File: config.mk
export PLATFORM = sky130hd
export DESIGN_NAME = video_frame_drop_monitor
export DESIGN_NICKNAME = d
export VERILOG_FILES = /design/src/rtl/vfdm_pkg.sv /design/src/rtl/video_frame_drop_monitor.sv /design/src/rtl/vfdm_cfg.sv /design/src/rtl/vfdm_stats.sv
export VERILOG_INCLUDE_DIRS = /design/src /design/src/rtl
export SDC_FILE = /design/constraint.sdc
export NUM_CORES = 2
export LEC_CHECK = 0
export BUFFER_PORTS_ARGS = -buffer_cell sky130_fd_sc_hd__buf_2
export CORE_AREA = 10 10 379 307
export CTS_CLUSTER_DIAMETER = 50
export DETAILED_ROUTE_END_ITERATION = 6
export DIE_AREA = 0 0 389 317
export PLACE_DENSITY = 0.63
export SYNTH_ARGS = -nofsm -noshare
export SYNTH_HDL_FRONTEND = slang
export SYNTH_HIERARCHICAL = 1
export SYNTH_SLANG_ARGS = --single-unit
File: constraint.sdc
create_clock -name i_clk -period 13.3 [get_ports i_clk]
set_input_delay 1.33 -clock i_clk [delete_from_list [all_inputs] [get_ports i_clk]]
set_output_delay 1.33 -clock i_clk [all_outputs]
set_load 0.005 [all_outputs]
File: src/rtl/video_frame_drop_monitor_defines.svh
// Assertion macros used by the frame drop monitor statistics module (vfdm_stats).
`ifndef VIDEO_FRAME_DROP_MONITOR_DEFINES_SVH
`define VIDEO_FRAME_DROP_MONITOR_DEFINES_SVH

// Same-cycle implication, checked out of reset.
`define VFDM_ASSERT_NOW(label, clk, rst_n, ante, cons) \
    label: assert property (@(posedge clk) disable iff (!rst_n) (ante) |-> (cons)) \
        else $error("vfdm same-cycle check failed");

// Next-cycle implication, checked out of reset.
`define VFDM_ASSERT_NEXT(label, clk, rst_n, ante, cons) \
    label: assert property (@(posedge clk) disable iff (!rst_n) (ante) |=> (cons)) \
        else $error("vfdm next-cycle check failed");

`endif

File: src/rtl/vfdm_pkg.sv
// Types and constants shared by the frame drop monitor modules.
`timescale 1ns / 1ps

package vfdm_pkg;

    localparam int unsigned APB_ADDR_W = 4;
    localparam int unsigned APB_DATA_W = 32;
    localparam int unsigned S_TDATA_W  = 96;
    localparam int unsigned M_TDATA_W  = 264;

    // Register indexes (paddr[3:2])
    localparam logic [1:0] REG_WARMUP    = 2'd0;
    localparam logic [1:0] REG_TOLERANCE = 2'd1;
    localparam logic [1:0] REG_THRESHOLD = 2'd2;

    localparam logic [7:0]  WARMUP_RESET    = 8'd5;
    localparam logic [15:0] TOLERANCE_RESET = 16'd16;
    localparam logic [23:0] THRESHOLD_RESET = 24'd1024;

    // Pixel format codes
    localparam logic [2:0] FMT_GRAY8  = 3'd0;
    localparam logic [2:0] FMT_GRAY16 = 3'd1;
    localparam logic [2:0] FMT_YUYV   = 3'd2;

    // Frame class codes
    localparam logic [1:0] CLASS_UNCHECKED = 2'd0;
    localparam logic [1:0] CLASS_COMPLETE  = 2'd1;
    localparam logic [1:0] CLASS_MINOR     = 2'd2;
    localparam logic [1:0] CLASS_REAL      = 2'd3;

    typedef struct packed {
        logic [7:0]  warmup_frames;
        logic [15:0] header_tolerance;
        logic [23:0] real_drop_threshold;
    } t_cfg;

    typedef struct packed {
        logic [31:0] sequence_req;
        logic [15:0] frame_width;
        logic [15:0] frame_height;
        logic [2:0]  pixel_format;
        logic [31:0] byte_count;
    } t_item;

    typedef struct packed {
        logic [1:0]  frame_class;
        logic [31:0] sequence_gap;
        logic [32:0] shortfall;
        logic [31:0] total_frame_count;
        logic [31:0] dropped_count;
        logic [31:0] real_drop_count;
        logic [31:0] minor_short_count;
        logic [63:0] total_byte_count;
    } t_result;

endpackage

File: src/rtl/video_frame_drop_monitor.sv
// Top level of the frame drop monitor: input register, stats update, result register.
`timescale 1ns / 1ps

// Usage:
//   Slave stream s_axis_* carries one delivered-frame descriptor per word;
//   master stream m_axis_* returns one result word per descriptor once the
//   warmup count is used up (warmup descriptors give no result).
//   APB port sets warmup_frames (0x0), header_tolerance (0x4) and
//   real_drop_threshold (0x8); write it only while no descriptor is in flight.
// Path: a descriptor is taken into the input register, checked in the
//   stats update and registered in the result register behind m_axis_tvalid.
// Throughput: one descriptor per cycle while m_axis_tready does not stall; the
//   16x16 size multiply, shortfall compare and counter adds fit the update stage.
// Reset: counters, last sequence and warmup count clear, registers take
//   their defaults (5, 16, 1024); no clearing sweep is needed.
// Stall: when m_axis_tready is low the result word holds; the input
//   register still takes one descriptor, then s_axis_tready drops.

module video_frame_drop_monitor (
    input  logic                               i_clk,
    input  logic                               i_rst_n,
    // APB configuration
    input  logic                               psel,
    input  logic                               penable,
    input  logic                               pwrite,
    input  logic [vfdm_pkg::APB_ADDR_W-1:0]    paddr,
    input  logic [vfdm_pkg::APB_DATA_W-1:0]    pwdata,
    output logic [vfdm_pkg::APB_DATA_W-1:0]    prdata,
    output logic                               pready,
    // descriptor stream
    input  logic                               s_axis_tvalid,
    output logic                               s_axis_tready,
    // sequence_req[31:0], frame_width[47:32], frame_height[63:48], byte_count[95:64]
    input  logic [vfdm_pkg::S_TDATA_W-1:0]     s_axis_tdata,
    // pixel_format[2:0]
    input  logic [2:0]                         s_axis_tuser,
    // result stream
    output logic                               m_axis_tvalid,
    input  logic                               m_axis_tready,
    // sequence_gap[31:0], shortfall[64:32], total_frame_count[96:65],
    // dropped_count[128:97], real_drop_count[160:129],
    // minor_short_count[192:161], total_byte_count[256:193], zero[263:257]
    output logic [vfdm_pkg::M_TDATA_W-1:0]     m_axis_tdata,
    // frame_class[1:0]
    output logic [1:0]                         m_axis_tuser
);

    vfdm_pkg::t_cfg    cfg;
    vfdm_pkg::t_item   r_in;
    vfdm_pkg::t_result r_out;
    vfdm_pkg::t_result result;
    logic              r_in_valid;
    logic              r_out_valid;
    logic              out_free;
    logic              advance;
    logic              in_fire;
    logic              emit;

    vfdm_cfg u_cfg (
        .i_clk   (i_clk),
        .i_rst_n (i_rst_n),
        .psel    (psel),
        .penable (penable),
        .pwrite  (pwrite),
        .paddr   (paddr),
        .pwdata  (pwdata),
        .prdata  (prdata),
        .pready  (pready),
        .o_cfg   (cfg)
    );

    assign out_free      = !r_out_valid || m_axis_tready;
    assign advance       = r_in_valid && out_free;
    assign s_axis_tready = !r_in_valid || advance;
    assign in_fire       = s_axis_tvalid && s_axis_tready;

    vfdm_stats u_stats (
        .i_clk    (i_clk),
        .i_rst_n  (i_rst_n),
        .i_cfg    (cfg),
        .i_fire   (advance),
        .i_item   (r_in),
        .o_emit   (emit),
        .o_result (result)
    );

    always_ff @(posedge i_clk) begin
        if (!i_rst_n) begin
            r_in_valid  <= 1'b0;
            r_out_valid <= 1'b0;
        end else begin
            if (in_fire) begin
                r_in_valid <= 1'b1;
            end else if (advance) begin
                r_in_valid <= 1'b0;
            end
            if (out_free) begin
                r_out_valid <= emit;
            end
        end
    end

    // hold payload while its stage is stalled
    always_ff @(posedge i_clk) begin
        if (in_fire) begin
            r_in.sequence_req <= s_axis_tdata[31:0];
            r_in.frame_width  <= s_axis_tdata[47:32];
            r_in.frame_height <= s_axis_tdata[63:48];
            r_in.byte_count   <= s_axis_tdata[95:64];
            r_in.pixel_format <= s_axis_tuser;
        end
        if (emit) begin
            r_out <= result;
        end
    end

    assign m_axis_tvalid = r_out_valid;
    assign m_axis_tuser  = r_out.frame_class;
    assign m_axis_tdata  = {7'd0,
                            r_out.total_byte_count,
                            r_out.minor_short_count,
                            r_out.real_drop_count,
                            r_out.dropped_count,
                            r_out.total_frame_count,
                            r_out.shortfall,
                            r_out.sequence_gap};

endmodule

File: src/rtl/vfdm_cfg.sv
// APB register file holding the warmup count and the two shortfall thresholds.
`timescale 1ns / 1ps

module vfdm_cfg (
    input  logic                               i_clk,
    input  logic                               i_rst_n,
    input  logic                               psel,
    input  logic                               penable,
    input  logic                               pwrite,
    input  logic [vfdm_pkg::APB_ADDR_W-1:0]    paddr,
    input  logic [vfdm_pkg::APB_DATA_W-1:0]    pwdata,
    output logic [vfdm_pkg::APB_DATA_W-1:0]    prdata,
    output logic                               pready,
    output vfdm_pkg::t_cfg                     o_cfg
);

    vfdm_pkg::t_cfg r_cfg;
    logic [1:0]     idx;
    logic           wr_en;

    assign idx    = paddr[3:2];
    assign wr_en  = psel && penable && pwrite && pready;
    assign pready = 1'b1;
    assign o_cfg  = r_cfg;

    always_ff @(posedge i_clk) begin
        if (!i_rst_n) begin
            r_cfg.warmup_frames       <= vfdm_pkg::WARMUP_RESET;
            r_cfg.header_tolerance    <= vfdm_pkg::TOLERANCE_RESET;
            r_cfg.real_drop_threshold <= vfdm_pkg::THRESHOLD_RESET;
        end else if (wr_en) begin
            case (idx)
                vfdm_pkg::REG_WARMUP:    r_cfg.warmup_frames       <= pwdata[7:0];
                vfdm_pkg::REG_TOLERANCE: r_cfg.header_tolerance    <= pwdata[15:0];
                vfdm_pkg::REG_THRESHOLD: r_cfg.real_drop_threshold <= pwdata[23:0];
                default: ;
            endcase
        end
    end

    always_comb begin
        case (idx)
            vfdm_pkg::REG_WARMUP:    prdata = {24'd0, r_cfg.warmup_frames};
            vfdm_pkg::REG_TOLERANCE: prdata = {16'd0, r_cfg.header_tolerance};
            vfdm_pkg::REG_THRESHOLD: prdata = {8'd0, r_cfg.real_drop_threshold};
            default:                 prdata = '0;
        endcase
    end

endmodule

File: src/rtl/vfdm_stats.sv
// Statistics state and the per-frame sequence and size check.
`timescale 1ns / 1ps
`include "video_frame_drop_monitor_defines.svh"

module vfdm_stats (
    input  logic              i_clk,
    input  logic              i_rst_n,
    input  vfdm_pkg::t_cfg    i_cfg,
    input  logic              i_fire,
    input  vfdm_pkg::t_item   i_item,
    output logic              o_emit,
    output vfdm_pkg::t_result o_result
);

    logic [7:0]  r_warmup_seen;
    logic [31:0] r_last_seq;
    logic [31:0] r_frames_total;
    logic [63:0] r_bytes_total;
    logic [31:0] r_drops_all;
    logic [31:0] r_drops_real;
    logic [31:0] r_shorts_minor;

    logic [31:0] n_frames_total;
    logic [63:0] n_bytes_total;
    logic [31:0] n_drops_all;
    logic [31:0] n_drops_real;
    logic [31:0] n_shorts_minor;

    logic        warm;
    logic [31:0] seq_next;
    logic [31:0] gap;
    logic [31:0] area;
    logic [32:0] expected;
    logic [32:0] bytes_ext;
    logic [32:0] sf;
    logic [1:0]  cls;
    logic        is_real;
    logic        is_minor;

    assign warm   = r_warmup_seen < i_cfg.warmup_frames;
    assign o_emit = i_fire && !warm;

    // Gap: frames skipped on a jump ahead, one on other breaks.
    assign seq_next = r_last_seq + 32'd1;
    always_comb begin
        gap = '0;
        if (r_last_seq != 32'd0 && i_item.sequence_req != seq_next) begin
            gap = (i_item.sequence_req > seq_next) ? (i_item.sequence_req - seq_next)
                                                   : 32'd1;
        end
    end

    assign area      = i_item.frame_width * i_item.frame_height;
    assign bytes_ext = {1'b0, i_item.byte_count};

    always_comb begin
        case (i_item.pixel_format)
            vfdm_pkg::FMT_GRAY8:  expected = {1'b0, area};
            vfdm_pkg::FMT_GRAY16: expected = {area, 1'b0};
            vfdm_pkg::FMT_YUYV:   expected = {area, 1'b0};
            default:              expected = '0;
        endcase
    end

    always_comb begin
        sf  = '0;
        cls = vfdm_pkg::CLASS_UNCHECKED;
        if (expected != 33'd0) begin
            if (expected > bytes_ext) begin
                sf = expected - bytes_ext;
                // tolerance test wins over the real-drop threshold
                if (sf <= {17'd0, i_cfg.header_tolerance}) begin
                    cls = vfdm_pkg::CLASS_MINOR;
                end else if (sf > {9'd0, i_cfg.real_drop_threshold}) begin
                    cls = vfdm_pkg::CLASS_REAL;
                end else begin
                    cls = vfdm_pkg::CLASS_MINOR;
                end
            end else begin
                cls = vfdm_pkg::CLASS_COMPLETE;
            end
        end
    end

    assign is_real  = (cls == vfdm_pkg::CLASS_REAL);
    assign is_minor = (cls == vfdm_pkg::CLASS_MINOR);

    assign n_frames_total = r_frames_total + 32'd1;
    assign n_bytes_total  = r_bytes_total + {32'd0, i_item.byte_count};
    assign n_drops_all    = r_drops_all + gap + {31'd0, is_real};
    assign n_drops_real   = r_drops_real + gap + {31'd0, is_real};
    assign n_shorts_minor = r_shorts_minor + {31'd0, is_minor};

    always_ff @(posedge i_clk) begin
        if (!i_rst_n) begin
            r_warmup_seen  <= '0;
            r_last_seq     <= '0;
            r_frames_total <= '0;
            r_bytes_total  <= '0;
            r_drops_all    <= '0;
            r_drops_real   <= '0;
            r_shorts_minor <= '0;
        end else if (i_fire) begin
            if (warm) begin
                r_warmup_seen <= r_warmup_seen + 8'd1;
            end else begin
                r_last_seq     <= i_item.sequence_req;
                r_frames_total <= n_frames_total;
                r_bytes_total  <= n_bytes_total;
                r_drops_all    <= n_drops_all;
                r_drops_real   <= n_drops_real;
                r_shorts_minor <= n_shorts_minor;
            end
        end
    end

    assign o_result.frame_class       = cls;
    assign o_result.sequence_gap      = gap;
    assign o_result.shortfall         = sf;
    assign o_result.total_frame_count = n_frames_total;
    assign o_result.dropped_count     = n_drops_all;
    assign o_result.real_drop_count   = n_drops_real;
    assign o_result.minor_short_count = n_shorts_minor;
    assign o_result.total_byte_count  = n_bytes_total;

    `VFDM_ASSERT_NEXT(a_frames_step, i_clk, i_rst_n, o_emit, r_frames_total == $past(r_frames_total) + 32'd1)
    `VFDM_ASSERT_NEXT(a_warmup_step, i_clk, i_rst_n, i_fire && warm, r_warmup_seen == $past(r_warmup_seen) + 8'd1)
    `VFDM_ASSERT_NOW(a_unchecked_zero, i_clk, i_rst_n, cls == vfdm_pkg::CLASS_UNCHECKED || cls == vfdm_pkg::CLASS_COMPLETE, sf == 33'd0)
    `VFDM_ASSERT_NOW(a_short_nonzero, i_clk, i_rst_n, is_real || is_minor, sf != 33'd0)

endmodule
==> impl_results.md <==
* Result of the run: completed
* Drt initial violations at 2,359
* Measured slew at the worst slew-check pin at 1140 ps
* Fill count at 10,296
* Library cell contributing the largest single delay on the critical path: sky130_fd_sc_hd__fa_1
* Final core area utilization at 46.7%
* Setup violators final at 0
* Seq cells post-synth at 640
* Synth unique cells at 99
* Number of buffers created by CTS at 85
* Post-placement cell count at 6,356
* # DRC at 0
* Post-detailed-route wirelength per cell at 19.1 um
* Type of element capturing the critical path: register
* Synthesized area per cell at 9.40 um^2
* Minimum clock period at 12,530 ps
* Hold Path Stages at 2
* Buffers and inverters on the worst path at 6
* H-Tree Level Count at 3
* Achievable frequency at 0.0798 GHz
* Synthesis-to-finish area growth at 17.0%
* WS Path Type: reg -> reg
* First-pass iteration count of the detailed router at 6
* Layout Nets at 5,713
* TritonCTS clock tree: built
* Fraction of final layout cells sized beyond drive strength 1 at 15.0%
* Stage delay of the slowest cell on the critical path at 570 ps
* Total length of routed wires at 125,000 um
* Fraction of the yosys area taken by sequential cells at 38.0%
* Via count of the first global-routing pass at 33,599
* Area used by sequential logic in the layout at 16,400 um^2
* Pin count of the biggest net entering global routing at 150
* Final Slew Violations at 0
* Static Leak at 21.1 nW
* Post-synth EDFFs at 358
* Register clock-pin slew on the reported worst setup and hold paths at 50 ps
* Worst setup timing slack at the placement stage at 163 ps
* Number of sinks handled by clock tree synthesis at 640
* Netlist Area Pre-Place at 43,200 um^2
* Worst R2R Path Depth at 52
* Initial antenna violation count at 9
* Buffer depth of the longest clock path at 3
* Die W at 389 um
* Die outline height at 317 um
* HPWL after DPL at 96,000 um
* Max-Slew Margin vs Limit at 22.8%
* Warnings from Yosys at 6
* Remaining number of nets flagged by the antenna check after routing at 0
* Area of the core at 108,000 um^2
* Post-route setup slack at 771 ps
* Worst setup skew after layout at 43.7 ps
* Worst-path maximum fanout at 8
* Power density normalized to cell area at 258 nW/um^2
* Hold-fix buffers at CTS at 0
* Share of async-settable or async-resettable flops after synthesis at 0%
* Peak supply drop at 0.318 mV
* Fin. Hold Viols at 0
* First-pass GRT wire length at 193,000 um
* Cell repeated most along the worst path: sky130_fd_sc_hd__and3_1
* Die Area at 123,000 um^2
* Hold crit path type: reg -> reg
* Detail-routed via count per cell at 5.22
* Share of the cycle needed by the critical path after routing at 94.2%
* I/O pins at 443
* Critical path's top delay family: simple AND/OR/NAND/NOR gates
* Max-capacitance violation count at 0
* Global placer's final weighted congestion at 0.932
* Critical Path AT at 13,120 ps
* Worst Setup Start Kind: register
* Number of vias in the routed layout at 34,303
* Port Buf Inserts at 416
* Required time at the endpoint of the critical path at 13,890 ps
* Skew-Pair Late Insertion Delay at 700 ps
* WHS at 457 ps
* Top_reg_cell synth: sky130_fd_sc_hd__edfxtp_1
* Number of standard cells after synthesis at 4,595
* Number of rows created at floorplan at 108
* Sum Neg Setup Slack at 0 ps
* Initial cell density of the core at 39.9%
* Post-route insts no fill at 6,568
* Footprint of the multi-input gates at 24,600 um^2
* Stages on the worst setup path at 52
* Cell chosen for the clock root: sky130_fd_sc_hd__clkbuf_16
* Total congestion overflow after global routing at 0
* Aggregate global-route resource usage at 19.7%
synth_stat cells (all sizes together), types with 94 or more instances:
cell type	number	area, um^2
nand2	674	2530
inv	398	1490
edfxtp	358	10800
ha	313	3920
a21oi	302	1520
nor2	287	1080
dfxtp	282	5650
fa	197	3940
xor2	180	1580
xnor2	179	1580
and2	160	1000
clkbuf	148	556
o21ai	146	731
nand3	94	470
layout make-up:
class / instances / area share (%)
Multi-Input combinational cell: 3380 / 48.7
Sequential cell: 640 / 32.4
Timing Repair Buffer: 555 / 6.36
Clock buffer: 103 / 4.52
Tap cell: 1430 / 3.54
Inverter: 399 / 2.99
Clock inverter: 56 / 1.36
Antenna cell: 5 / 0.0248
through the flow:
step           area (um^2)  total power [W]
2_1_floorplan        43200          0.00781
3_3_place_gp         47000           0.0103
3_5_place_dp         47000           0.0103
4_1_cts              50000           0.0128
5_1_grt              50500           0.0140
6_report             50500           0.0130
cells in the final DEF (no fill, tap or decap), types with 45 or more instances in the layout:
cell type / count
sky130_fd_sc_hd__buf_4: 133
sky130_fd_sc_hd__a21oi_1: 297
sky130_fd_sc_hd__buf_2: 415
sky130_fd_sc_hd__fa_1: 197
sky130_fd_sc_hd__nor2b_1: 45
sky130_fd_sc_hd__inv_1: 397
sky130_fd_sc_hd__nor3_1: 83
sky130_fd_sc_hd__ha_1: 311
sky130_fd_sc_hd__nand2_1: 673
sky130_fd_sc_hd__mux2i_1: 61
sky130_fd_sc_hd__and3_1: 85
sky130_fd_sc_hd__nand3_1: 94
sky130_fd_sc_hd__edfxtp_1: 358
sky130_fd_sc_hd__and2_1: 160
sky130_fd_sc_hd__nor2_1: 287
sky130_fd_sc_hd__o21ai_0: 118
sky130_fd_sc_hd__xnor2_1: 177
sky130_fd_sc_hd__a21o_1: 75
sky130_fd_sc_hd__xor2_1: 179
sky130_fd_sc_hd__nand4_1: 53
sky130_fd_sc_hd__dfxtp_1: 282
sky130_fd_sc_hd__clkbuf_16: 86
tightest hold or removal path: stages, from the launching register on:
cell and delay [ps]:
sky130_fd_sc_hd__dfxtp_1 310, sky130_fd_sc_hd__nand2_1 50, sky130_fd_sc_hd__a21oi_1 50
what timing repair did:
action,4_1_cts,5_1_grt
setup endpoints to repair,0,25
setup buffers,0,48
gates resized for setup,0,29
state kept, by name, indices dropped and copies added, names as in the netlist, 8 cells and up:
name / cells
u_stats/r_warmup_seen: 8
u_cfg/o_cfg: 48
m_axis_tdata: 257
u_stats/r_drops_all: 32
u_stats/r_shorts_minor: 32
u_stats/r_last_seq: 32
u_stats/r_drops_real: 32
u_stats/r_bytes_total: 64
u_stats/r_frames_total: 32
r_in: 99
path summary, 6_finish.rpt:
| path | start | to | slack (ps) |
|---|---|---|---|
| max | r_in[56] | u_stats/r_shorts_minor[31] | 770 |
| min | u_stats/r_drops_all[21] | u_stats/r_drops_all[21] | 460 |
| max reg2reg | r_in[56] | u_stats/r_shorts_minor[31] | 770 |
| min reg2reg | u_stats/r_drops_all[21] | u_stats/r_drops_all[21] | 460 |
kinds of logic (layout without fill, tap and decap cells):
logic type                 count (synthesis)  after routing  share of synthesized area, %
other                                      3             21                        0.0261
AOI/OAI and AO/OA                        798            798                          11.8
xor gates and xnor gates                 359            359                          7.30
and+or+nand+nor                         1633           1633                          17.9
DFF                                      640            640                          38.0
adders and majority gates                510            510                          18.2
buffers and inverters                    588           1113                          5.38
muxes                                     64             64                          1.49
power by group:
part / switching (W) / internal (W)
clock: 0.000972 / 0.00140
sequential: 0.0000240 / 0.00212
combinational: 0.00525 / 0.00325
metal layers:
layer	part of all wire, %	GRT usage [%]
met3	7.2	4.82
met4	2.2	4.60
met1	45	26.3
met5	0.055	0
met2	46	32.1
Power figures use the tool's default switching activity.
